--- src/hdl/hsv2rgb_pkg.sv ---
// Shared constants, widths and types for the HSV to RGB converter.
`timescale 1ns / 1ps
`default_nettype none

package hsv2rgb_pkg;

	localparam int HUE_W = 9;
	localparam int PCT_W = 7;
	localparam int CHAN_W = 8;
	localparam int REM_W = 6;
	localparam int VSC_W = 11;
	localparam int K_W = 13;
	localparam int X_W = 24;
	localparam int RECIP_W = 25;
	localparam int PROD_W = X_W + RECIP_W;

	localparam logic [HUE_W-1:0] HUE_WRAP = 9'd360;
	localparam logic [PCT_W-1:0] PCT_FULL = 7'd100;
	localparam logic [PCT_W-1:0] PCT_WRAP_AT = 7'd101;
	localparam logic [HUE_W-1:0] SECTOR_SPAN = 9'd60;

	// A channel is floor(v * 17 * k / 40000), with k at most 6000 (the full-scale weight).
	localparam logic [K_W-1:0] K_MAX = 13'd6000;
	localparam logic [VSC_W-1:0] V_SCALE = 11'd17;

	localparam longint unsigned DIVISOR = 64'd40000;
	localparam int RECIP_SHIFT = 40;
	localparam longint unsigned RECIP_FULL =
		((64'd1 << RECIP_SHIFT) + DIVISOR - 64'd1) / DIVISOR;
	localparam logic [RECIP_W-1:0] RECIP = RECIP_W'(RECIP_FULL);

	typedef enum logic [2:0] {
		SECTOR_0 = 3'd0,
		SECTOR_1 = 3'd1,
		SECTOR_2 = 3'd2,
		SECTOR_3 = 3'd3,
		SECTOR_4 = 3'd4,
		SECTOR_5 = 3'd5
	} sector_t;

	typedef struct packed {
		logic ld5;
		logic ld6;
	} scale_ctl_t;

endpackage

`default_nettype wire

--- src/hdl/hsv2rgb_scale.sv ---
// One channel's final two stages: weight times scaled value, then exact divide by 40000.
`timescale 1ns / 1ps
`default_nettype none

module hsv2rgb_scale (
	input  wire                              clk,
	input  hsv2rgb_pkg::scale_ctl_t          ctl,
	input  wire [hsv2rgb_pkg::VSC_W-1:0]     vsc,
	input  wire [hsv2rgb_pkg::K_W-1:0]       weight,
	output logic [hsv2rgb_pkg::CHAN_W-1:0]   chan
);

	logic [hsv2rgb_pkg::X_W-1:0]    x_s5;
	logic [hsv2rgb_pkg::PROD_W-1:0] prod;
	logic [hsv2rgb_pkg::CHAN_W-1:0] q_s6;

	// The rounded-up reciprocal with a 40-bit shift is exact for every 24-bit dividend.
	assign prod = hsv2rgb_pkg::PROD_W'(x_s5) * hsv2rgb_pkg::PROD_W'(hsv2rgb_pkg::RECIP);

	always_ff @(posedge clk) begin
		if (ctl.ld5) begin
			x_s5 <= hsv2rgb_pkg::X_W'(vsc) * hsv2rgb_pkg::X_W'(weight);
		end
		if (ctl.ld6) begin
			q_s6 <= prod[hsv2rgb_pkg::RECIP_SHIFT +: hsv2rgb_pkg::CHAN_W];
		end
	end

	assign chan = q_s6;

endmodule

`default_nettype wire

--- src/hdl/hsv_to_rgb_converter_core.sv ---
// Top level of the HSV to RGB converter: six-stage pipeline with per-stage valid bits.
//
//  channel  direction  handshake            payload
//  hsv      in         hsv_valid/hsv_stall  hue[8:0], saturation[6:0], brightness[6:0]
//  rgb      out        rgb_valid/rgb_stall  red[7:0], green[7:0], blue[7:0]
//
// Each hsv transfer yields one rgb result; one item per cycle while rgb_stall is low.
// Stages: wrap, sector split, weight products, sector select, multiply, reciprocal divide.
// Each stage advances when it is empty or the stage after it advances, so bubbles close up.
// hsv_stall rises only when all six stages hold items and the rgb side is stalled.
// Reset clears the valid bits only; data registers are not reset.
`timescale 1ns / 1ps
`default_nettype none

module hsv_to_rgb_converter_core (
	input  wire        clk,
	input  wire        arst_n,
	input  wire        hsv_valid,
	output logic       hsv_stall,
	input  wire  [8:0] hue,
	input  wire  [6:0] saturation,
	input  wire  [6:0] brightness,
	output logic       rgb_valid,
	input  wire        rgb_stall,
	output logic [7:0] red,
	output logic [7:0] green,
	output logic [7:0] blue
);

	logic vld_s1, vld_s2, vld_s3, vld_s4, vld_s5, vld_s6;
	logic adv1, adv2, adv3, adv4, adv5, adv6;

	logic [hsv2rgb_pkg::HUE_W-1:0] h_s1;
	logic [hsv2rgb_pkg::PCT_W-1:0] s_s1, v_s1;

	hsv2rgb_pkg::sector_t           sector_s2;
	logic [hsv2rgb_pkg::REM_W-1:0]  d_s2;
	logic [hsv2rgb_pkg::PCT_W-1:0]  s_s2;
	logic [hsv2rgb_pkg::VSC_W-1:0]  vsc_s2;

	hsv2rgb_pkg::sector_t           sector_s3;
	logic [hsv2rgb_pkg::K_W-1:0]    sd_s3, kmin_s3;
	logic [hsv2rgb_pkg::VSC_W-1:0]  vsc_s3;

	logic [hsv2rgb_pkg::K_W-1:0]    kr_s4, kg_s4, kb_s4;
	logic [hsv2rgb_pkg::VSC_W-1:0]  vsc_s4;

	hsv2rgb_pkg::sector_t           sector_d;
	logic [hsv2rgb_pkg::HUE_W-1:0]  base_d;
	logic [hsv2rgb_pkg::K_W-1:0]    kr_d, kg_d, kb_d, kup, kdn;
	hsv2rgb_pkg::scale_ctl_t        sc_ctl;

	// Ready chain from the output back to the input.
	assign adv6 = !vld_s6 || !rgb_stall;
	assign adv5 = !vld_s5 || adv6;
	assign adv4 = !vld_s4 || adv5;
	assign adv3 = !vld_s3 || adv4;
	assign adv2 = !vld_s2 || adv3;
	assign adv1 = !vld_s1 || adv2;
	assign hsv_stall = !adv1;

	always_ff @(posedge clk or negedge arst_n) begin
		if (!arst_n) begin
			vld_s1 <= 1'b0;
			vld_s2 <= 1'b0;
			vld_s3 <= 1'b0;
			vld_s4 <= 1'b0;
			vld_s5 <= 1'b0;
			vld_s6 <= 1'b0;
		end else begin
			if (adv1) vld_s1 <= hsv_valid;
			if (adv2) vld_s2 <= vld_s1;
			if (adv3) vld_s3 <= vld_s2;
			if (adv4) vld_s4 <= vld_s3;
			if (adv5) vld_s5 <= vld_s4;
			if (adv6) vld_s6 <= vld_s5;
		end
	end

	// Sector split: the hue is already below 360 here.
	always_comb begin
		if (h_s1 >= 9'd300) begin
			sector_d = hsv2rgb_pkg::SECTOR_5;
			base_d = 9'd300;
		end else if (h_s1 >= 9'd240) begin
			sector_d = hsv2rgb_pkg::SECTOR_4;
			base_d = 9'd240;
		end else if (h_s1 >= 9'd180) begin
			sector_d = hsv2rgb_pkg::SECTOR_3;
			base_d = 9'd180;
		end else if (h_s1 >= 9'd120) begin
			sector_d = hsv2rgb_pkg::SECTOR_2;
			base_d = 9'd120;
		end else if (h_s1 >= hsv2rgb_pkg::SECTOR_SPAN) begin
			sector_d = hsv2rgb_pkg::SECTOR_1;
			base_d = hsv2rgb_pkg::SECTOR_SPAN;
		end else begin
			sector_d = hsv2rgb_pkg::SECTOR_0;
			base_d = 9'd0;
		end
	end

	// Rising and falling weights of the sector; the full-scale weight is K_MAX.
	assign kup = kmin_s3 + sd_s3;
	assign kdn = hsv2rgb_pkg::K_MAX - sd_s3;

	always_comb begin
		case (sector_s3)
			hsv2rgb_pkg::SECTOR_0: begin
				kr_d = hsv2rgb_pkg::K_MAX; kg_d = kup; kb_d = kmin_s3;
			end
			hsv2rgb_pkg::SECTOR_1: begin
				kr_d = kdn; kg_d = hsv2rgb_pkg::K_MAX; kb_d = kmin_s3;
			end
			hsv2rgb_pkg::SECTOR_2: begin
				kr_d = kmin_s3; kg_d = hsv2rgb_pkg::K_MAX; kb_d = kup;
			end
			hsv2rgb_pkg::SECTOR_3: begin
				kr_d = kmin_s3; kg_d = kdn; kb_d = hsv2rgb_pkg::K_MAX;
			end
			hsv2rgb_pkg::SECTOR_4: begin
				kr_d = kup; kg_d = kmin_s3; kb_d = hsv2rgb_pkg::K_MAX;
			end
			hsv2rgb_pkg::SECTOR_5: begin
				kr_d = hsv2rgb_pkg::K_MAX; kg_d = kmin_s3; kb_d = kdn;
			end
			default: begin
				kr_d = hsv2rgb_pkg::K_MAX; kg_d = kmin_s3; kb_d = kdn;
			end
		endcase
	end

	always_ff @(posedge clk) begin
		if (adv1) begin
			h_s1 <= (hue >= hsv2rgb_pkg::HUE_WRAP) ? hue - hsv2rgb_pkg::HUE_WRAP : hue;
			s_s1 <= (saturation >= hsv2rgb_pkg::PCT_WRAP_AT) ?
				saturation - hsv2rgb_pkg::PCT_FULL : saturation;
			v_s1 <= (brightness >= hsv2rgb_pkg::PCT_WRAP_AT) ?
				brightness - hsv2rgb_pkg::PCT_FULL : brightness;
		end
		if (adv2) begin
			sector_s2 <= sector_d;
			d_s2 <= hsv2rgb_pkg::REM_W'(h_s1 - base_d);
			s_s2 <= s_s1;
			vsc_s2 <= hsv2rgb_pkg::VSC_W'(v_s1) * hsv2rgb_pkg::V_SCALE;
		end
		if (adv3) begin
			sector_s3 <= sector_s2;
			sd_s3 <= hsv2rgb_pkg::K_W'(s_s2) * hsv2rgb_pkg::K_W'(d_s2);
			kmin_s3 <= hsv2rgb_pkg::K_W'(hsv2rgb_pkg::SECTOR_SPAN) *
				hsv2rgb_pkg::K_W'(hsv2rgb_pkg::PCT_FULL - s_s2);
			vsc_s3 <= vsc_s2;
		end
		if (adv4) begin
			kr_s4 <= kr_d;
			kg_s4 <= kg_d;
			kb_s4 <= kb_d;
			vsc_s4 <= vsc_s3;
		end
	end

	assign sc_ctl.ld5 = adv5;
	assign sc_ctl.ld6 = adv6;

	hsv2rgb_scale u_scale_r (
		.clk    (clk),
		.ctl    (sc_ctl),
		.vsc    (vsc_s4),
		.weight (kr_s4),
		.chan   (red)
	);

	hsv2rgb_scale u_scale_g (
		.clk    (clk),
		.ctl    (sc_ctl),
		.vsc    (vsc_s4),
		.weight (kg_s4),
		.chan   (green)
	);

	hsv2rgb_scale u_scale_b (
		.clk    (clk),
		.ctl    (sc_ctl),
		.vsc    (vsc_s4),
		.weight (kb_s4),
		.chan   (blue)
	);

	assign rgb_valid = vld_s6;

`ifndef NO_ASSERTIONS
	a_stall_only_when_full: assert property (@(posedge clk) disable iff (!arst_n)
		hsv_stall |-> (vld_s1 && vld_s2 && vld_s3 && vld_s4 && vld_s5 && vld_s6))
		else $error("input stalled while the pipeline has a bubble");

	a_stage1_holds: assert property (@(posedge clk) disable iff (!arst_n)
		(vld_s1 && !adv1) |=> (vld_s1 && $stable(h_s1) && $stable(s_s1) && $stable(v_s1)))
		else $error("stage 1 item lost or changed while held");

	a_remainder_range: assert property (@(posedge clk) disable iff (!arst_n)
		(vld_s2 && vld_s1) |-> (d_s2 < hsv2rgb_pkg::REM_W'(hsv2rgb_pkg::SECTOR_SPAN)))
		else $error("hue remainder outside its sector");

	a_weight_bound: assert property (@(posedge clk) disable iff (!arst_n)
		vld_s4 |-> (kr_s4 <= hsv2rgb_pkg::K_MAX && kg_s4 <= hsv2rgb_pkg::K_MAX &&
			kb_s4 <= hsv2rgb_pkg::K_MAX))
		else $error("channel weight above full scale");
`endif

endmodule

`default_nettype wire
--- config.mk ---
export PLATFORM = sky130hd
export DESIGN_NAME = hsv_to_rgb_converter_core
export DESIGN_NICKNAME = d
export VERILOG_FILES = /design/src/hdl/hsv2rgb_pkg.sv /design/src/hdl/hsv2rgb_scale.sv /design/src/hdl/hsv_to_rgb_converter_core.sv
export SDC_FILE = /design/constraint.sdc
export NUM_CORES = 2
export LEC_CHECK = 0
export BUFFER_PORTS_ARGS = -buffer_cell sky130_fd_sc_hd__buf_2
export CORE_ASPECT_RATIO = 1.2
export CORE_UTILIZATION = 67
export DETAILED_ROUTE_END_ITERATION = 6
export GPL_TIMING_DRIVEN = 0
export PLACE_DENSITY = 0.88
export SLEW_MARGIN = 20
export SYNTH_ARGS = -nofsm -noshare
export SYNTH_HDL_FRONTEND = slang
export SYNTH_SLANG_ARGS = --single-unit
--- constraint.sdc ---
create_clock -name clk -period 6.8 [get_ports clk]
set_input_delay 0 -clock clk [delete_from_list [all_inputs] [get_ports clk]]
set_output_delay 0 -clock clk [all_outputs]
set_load 0.05 [all_outputs]
== Yosys cells after proc, flatten, opt, wreduce, memory -nomap -nowiden ==
Cells that the tools add are included.
Operators by class
  magnitude comparators: 8
  $mul: 9
  add/sub/neg operators: 7
  eq/ne operators: 4
  muxes and demuxes: 15
  reduce and logical (&&, ||, !) cells: 20
Operators by type and width (count)
  $mul A24 B25 Y48 const B: 3
  $pmux W13 S3: 3
  $mul A11 B13 Y24: 3
  $mux W6: 5
  $ge A9 B8 Y1 const B: 2
  $ge A9 B9 Y1 const B: 2
  $ge A7 B7 Y1 const B: 2
  $mux W7: 2
  $sub A7 B7 Y7 const B: 2
  $add A13 B13 Y13: 1
  $mul A4 B13 Y11 const A: 1
  $mul A7 B6 Y13: 1
  $sub A13 B13 Y13 const A: 1
  $mul A7 B5 Y11 const B: 1
  $reduce_or A2 Y1: 5
  $ge A9 B6 Y1 const B: 1
  $ge A9 B7 Y1 const B: 1
  $mux W9: 1
  $sub A9 B9 Y9 const B: 1
  $logic_not A1 Y1: 8
  $sub A7 B7 Y8 const A: 1
  $eq A3 B2 Y1 const B: 2
  $logic_or A1 B1 Y1: 6
  $sub A6 B6 Y6: 1
  5 further kinds: 7
Storage, ports and cells
  logic and storage cells: 91
  register bits after elaboration: 240

== Depth between registers and ports, before layout ==
  word-level depth: 8
  gate-level depth with buffers: 24
  gate-level depth less buffers: 23

== Cells and area by module ==
From an unflattened synthesis, not the netlist that was laid out.
Unflattened totals
  cell total of the unflattened synthesis: 5612
  area total of the unflattened synthesis: 56596.8 µm²
Modules (own cells, without submodules)
  hsv2rgb_scale (u_scale_r): sequential area each 960.9 µm², area an instance 16258.1 µm², cells an instance 1673, instances 1
  hsv2rgb_scale (u_scale_g): sequential area each 960.9 µm², area an instance 15864.0 µm², cells an instance 1610, instances 1
  hsv2rgb_scale (u_scale_b): sequential area each 960.9 µm², area an instance 15758.9 µm², cells an instance 1575, instances 1
  hsv_to_rgb_converter_core: sequential area each 4294.1 µm², area an instance 8715.9 µm², cells an instance 754, instances 1

== Worst setup path after synthesis ==
No wires, ideal clock.
  path kind: flip-flop to flip-flop
  start point: reg u_scale_r.x_s5[7] (netlist name)
  end point: reg u_scale_r.q_s6, in the netlist u_scale_r.chan[7] (data pin)
  buffers on the path: 0
  setup slack: 0.597 ns
  arrival: 5.943 ns
  cell stages (with the launch flop): 22
  cells stage by stage: edfxtp_1 ha_1 inv_1 fa_1 inv_1 fa_1 fa_1 fa_1 inv_1 fa_1 fa_1 inv_1 ha_1 a31o_2 a21oi_1 and4b_1 a211o_1 a31oi_1 o31ai_2 a211oi_1 o21bai_1 xnor2_1
Between the ends
  word-level cells in the longest chain between the ends: 1
Ends and longest elaborated chain
  start: declaration: RTL line hsv2rgb_scale.sv:13  | logic [hsv2rgb_pkg::X_W-1:0] x_s5;
  start signal: assignment: RTL line hsv2rgb_scale.sv:22  | x_s5 <= hsv2rgb_pkg::X_W'(vsc) * hsv2rgb_pkg::X_W'(weight);
  $mul A24 B25 Y48: RTL line hsv2rgb_scale.sv:18  | assign prod = hsv2rgb_pkg::PROD_W'(x_s5) * hsv2rgb_pkg::PROD_W'(hsv2rgb_pkg::RECIP);
  via u_scale_r.prod, one bit: RTL line hsv2rgb_scale.sv:14  | logic [hsv2rgb_pkg::PROD_W-1:0] prod;
  end signal: assignment: RTL line hsv2rgb_scale.sv:25  | q_s6 <= prod[hsv2rgb_pkg::RECIP_SHIFT +: hsv2rgb_pkg::CHAN_W];
  end: declaration: RTL line hsv2rgb_scale.sv:15  | logic [hsv2rgb_pkg::CHAN_W-1:0] q_s6;
The timed path passes the listed nets, and every way through them passes these cells.
A chain may end at the register's enable or synchronous reset.

== Worst setup path after layout ==
  start point: reg u_scale_b.x_s5[1] (netlist name)
  end point: reg u_scale_b.q_s6, in the netlist u_scale_b.chan[1] (data pin)
Between the ends
  word-level cells in the longest chain between the ends: 1
Ends and longest elaborated chain (RTL line)
  start: declaration: hsv2rgb_scale.sv:13
  start signal: assignment: hsv2rgb_scale.sv:22
  $mul A24 B25 Y48: hsv2rgb_scale.sv:18
  via u_scale_b.prod, one bit: hsv2rgb_scale.sv:14
  end signal: assignment: hsv2rgb_scale.sv:25
  end: declaration: hsv2rgb_scale.sv:15
The timed path passes the listed nets, and every way through them passes these cells.

==> flow_summary.toml <==
[outcome]
status = "completed"

[detailed_routing]
detail-route-antenna-nets = 0
viasPerCell = 5.67
drtIter0Drc = 2535
drcViolationCount = 0
drt_first_pass_iters = 6
post_drt_wl_per_cell_um = 20.3
wirelength_um = 140000
vias = 39000

[placement]
postPlaceCellArea_mm2 = 0.0576
hpwl_um = 116000
place_inst = 6668
portBuffers = 52
gp_congestion = 0.987
place_ws_ns = -0.514

[sta]
worst-slew-pin-transition_ns = 1.03
final-setup-viol-count = 0
final_hold_viol_count = 0
finalCritPeriodShare = 0.985
hold_ws_ns = 0.0927
fin_crit_ns = 6.70
clock_skew_ns = 0.0233
slew_headroom = 0.312
fin_ws_ns = 0.103
rsz0062_at_grt = "yes"
clock.fmax_mhz = 149
slew_viol_final = 0

[yosys]
synth_adder_area_share = 0.596
synth_warnings = 0
yosys_most_used_dff = "edfxtp_1"
syn_inst = 5502
netlist.area_leader.share = 0.380
synth_edf_count = 234
synthTopCellsByArea = "fa_1, ha_1, edfxtp_1"
syn_area_mm2 = 0.0559
synth_largest_area_cell = "fa_1"
yosys.area_share.simple = 0.0769
synth-seq-area-share = 0.128
async_reset_ff_frac = 0.0250
synth-seq-cells = 240
syn_area_per_cell_um2 = 10.2
synth_xor_area_frac = 0.0235
synth-compound-area-share = 0.0607
synth_top_family_by_area = "adder cells"
yosysUniqueCellTypes = 78
syn_nets = 7555
synthMuxAreaShare = 0.00143

[worst_hold_path]
hp-class = "in2reg"
holdPathEnd = "vld_s1"
hold_depth = 3
min_from = "hsv_valid"

[die]
die_x_um = 266
start_util = 0.679
core_area_mm2 = 0.0823
ioPinCount = 53
die_y_um = 318
num_rows = 115
die-area_mm2 = 0.0846

[clock_network]
htree_levels = 1
numCtsBuffers = 29
clock_sinks = 240
cts_tree = "built"
root_buffer = "clkbuf_16"
clk_latency_ns = 0.65
path_clk_slew_ns = 0.06
clock_tree.buffer_depth = 3

[setup_path]
path_max_fanout = 6
r2r_slack_ns = 0.10
rr_endpoint = "u_scale_b.chan[1]"
start_kind = "flop"
path_cells = "ha_1 -> inv_1 -> fa_1 -> fa_1 -> inv_1 -> fa_1 -> inv_1 -> fa_1 -> inv_1 -> fa_1 -> inv_1 -> fa_1 -> inv_1 -> ha_1 -> nand2_1 -> nor4_4 -> a21boi_0 -> a41oi_1 -> a31oi_1 -> or3b_2 -> xnor2_1"
reg2reg_from = "u_scale_b.x_s5[1]"
cpMaxStageDelayCell = "edfxtp_1"
r2r_cells = 21
path_class = "reg2reg"
critical_path_required_ns = 7.20
worstSetupEndpointType = "flop"
critical_path_arrival_ns = 7.09
cpPeakStageDelay_ns = 0.58

[cells_and_area]
drive_gt1_frac = 0.0545
most-common-layout-cells = "inv_1, fa_1, ha_1, nand2_1, edfxtp_1"
final_common_cell = "inv_1"
stdcell_area_mm2 = 0.0601
nets = 7794
layout.cells.non_filler = 6877
area_growth_pct = 7.55

[global_route]
grt_start_max_net_pins = 61
grt_usage = 0.347
grt_antenna_before_repair = 2
grt_pass1_wl_um = 226000
grt_pass1_vias = 43800
grt-ovfl-total = 0

[flow_run]
maxCapViolations = 0
[Yosys cell counts, types with 3 or more instances]
| master | instances |
|---|---|
| a22o_1 | 5 |
| nor3_1 | 38 |
| fa_1 | 1062 |
| edfxtp_1 | 234 |
| a211oi_1 | 20 |
| o22ai_1 | 24 |
| nor2_1 | 94 |
| inv_1 | 1571 |
| nand2_1 | 360 |
| mux2i_1 | 8 |
| nor3b_1 | 3 |
| or2_2 | 16 |
| a31o_2 | 3 |
| and3_1 | 12 |
| o211ai_1 | 11 |
| a21o_1 | 76 |
| a41oi_1 | 3 |
| nand3_1 | 40 |
| dfrtp_1 | 6 |
| o21a_1 | 25 |
| nor2b_1 | 23 |
| a31oi_1 | 19 |
| xor2_1 | 42 |
| xnor2_1 | 108 |
| a21oi_2 | 3 |
| ha_1 | 964 |
| o221ai_1 | 3 |
| a222oi_1 | 3 |
| a22oi_1 | 11 |
| o31ai_1 | 9 |
| o2111ai_1 | 5 |
| a211o_1 | 9 |
| or3_1 | 5 |
| o21bai_1 | 22 |
| a21oi_1 | 130 |
| nand2b_1 | 31 |
| nand4_1 | 21 |
| nor4bb_1 | 3 |
| and2_1 | 216 |
| clkbuf_1 | 109 |
| o31a_1 | 6 |
| a2bb2oi_1 | 3 |
| nor4_1 | 8 |
| o21ai_0 | 92 |
[metrics by stage]
| step | util | setup TNS, ns |
|---|---|---|
| floorplan | - | 0 |
| global placement | 0.699 | -3.41 |
| detailed placement | 0.700 | -4.35 |
| CTS | 0.720 | 0 |
| global route | 0.731 | -0.137 |
| finish | 0.731 | 0 |
[registers in the layout, summed over array words and instances, names as in the netlist, 9 cells and up]
| register | cells |
|---|---|
| u_scale_b.x_s5 | 24 |
| u_scale_g.x_s5 | 24 |
| u_scale_r.x_s5 | 24 |
| kb_s4 | 13 |
| kg_s4 | 13 |
| kr_s4 | 13 |
| sd_s3 | 13 |
| kmin_s3 | 11 |
| vsc_s2 | 11 |
| vsc_s3 | 11 |
| vsc_s4 | 11 |
| h_s1 | 9 |
[layout make-up]
cell class	count	area, um^2
plain buffers	107	420
inverters	1571	5900
diodes	3	7.51
repair buffers	212	1610
flip-flops and latches	240	7180
fillers	5738	22200
multi-input cells	3580	42700
well taps	1111	1390
clock inverters	22	186
clock buffers	31	733
[worst max path at each step]
stage	from	end	slack (ns)
global route	u_scale_b.x_s5[5]	u_scale_b.chan[4]	-0.05
floorplan	u_scale_r.x_s5[7]	u_scale_r.chan[7]	0.60
CTS	u_scale_b.x_s5[3]	u_scale_b.chan[4]	0.0006
detailed placement	u_scale_b.x_s5[6]	u_scale_b.chan[7]	-0.51
global placement	u_scale_b.x_s5[6]	u_scale_b.chan[7]	-0.46
finish	u_scale_b.x_s5[1]	u_scale_b.chan[1]	0.10
[critical path, delay by kind of cell (launching register included)]
family | cells | cell delay [ns]
adders and majority gates | 8 | 3.84
DFF | 1 | 0.58
buffers and inverters | 6 | 0.38
AOI/OAI and AO/OA | 3 | 0.73
xor gates and xnor gates | 1 | 0.14
and+or+nand+nor | 3 | 0.77
[timing repair]
| item | 4_1_cts | 5_1_grt |
|---|---|---|
| hold buffers | 38 | 0 |
| buffers inserted | 32 | 87 |
| endpoints found under the setup margin | 17 | 28 |
| gates resized for setup | 16 | 61 |
| pin swaps | 0 | 11 |
| hold endpoints to repair | 39 | 0 |
[logic make-up (layout without fill, tap and decap cells)]
family,after synthesis,count (layout)
adders and majority gates,2027,2027
buffers and inverters,1682,1943
xor gates and xnor gates,150,150
DFF,240,240
muxes,8,8
other,0,3
AOI/OAI and AO/OA,516,516
and+or+nand+nor,879,879
[metal layers]
metal	share of wire	track usage
met1	0.37	0.413
met5	0	0
met2	0.51	0.611
met4	0.054	0.166
met3	0.070	0.0559
Power is not shown: default switching activity piles up to over one toggle a cycle in this logic, so the estimate is an artifact.
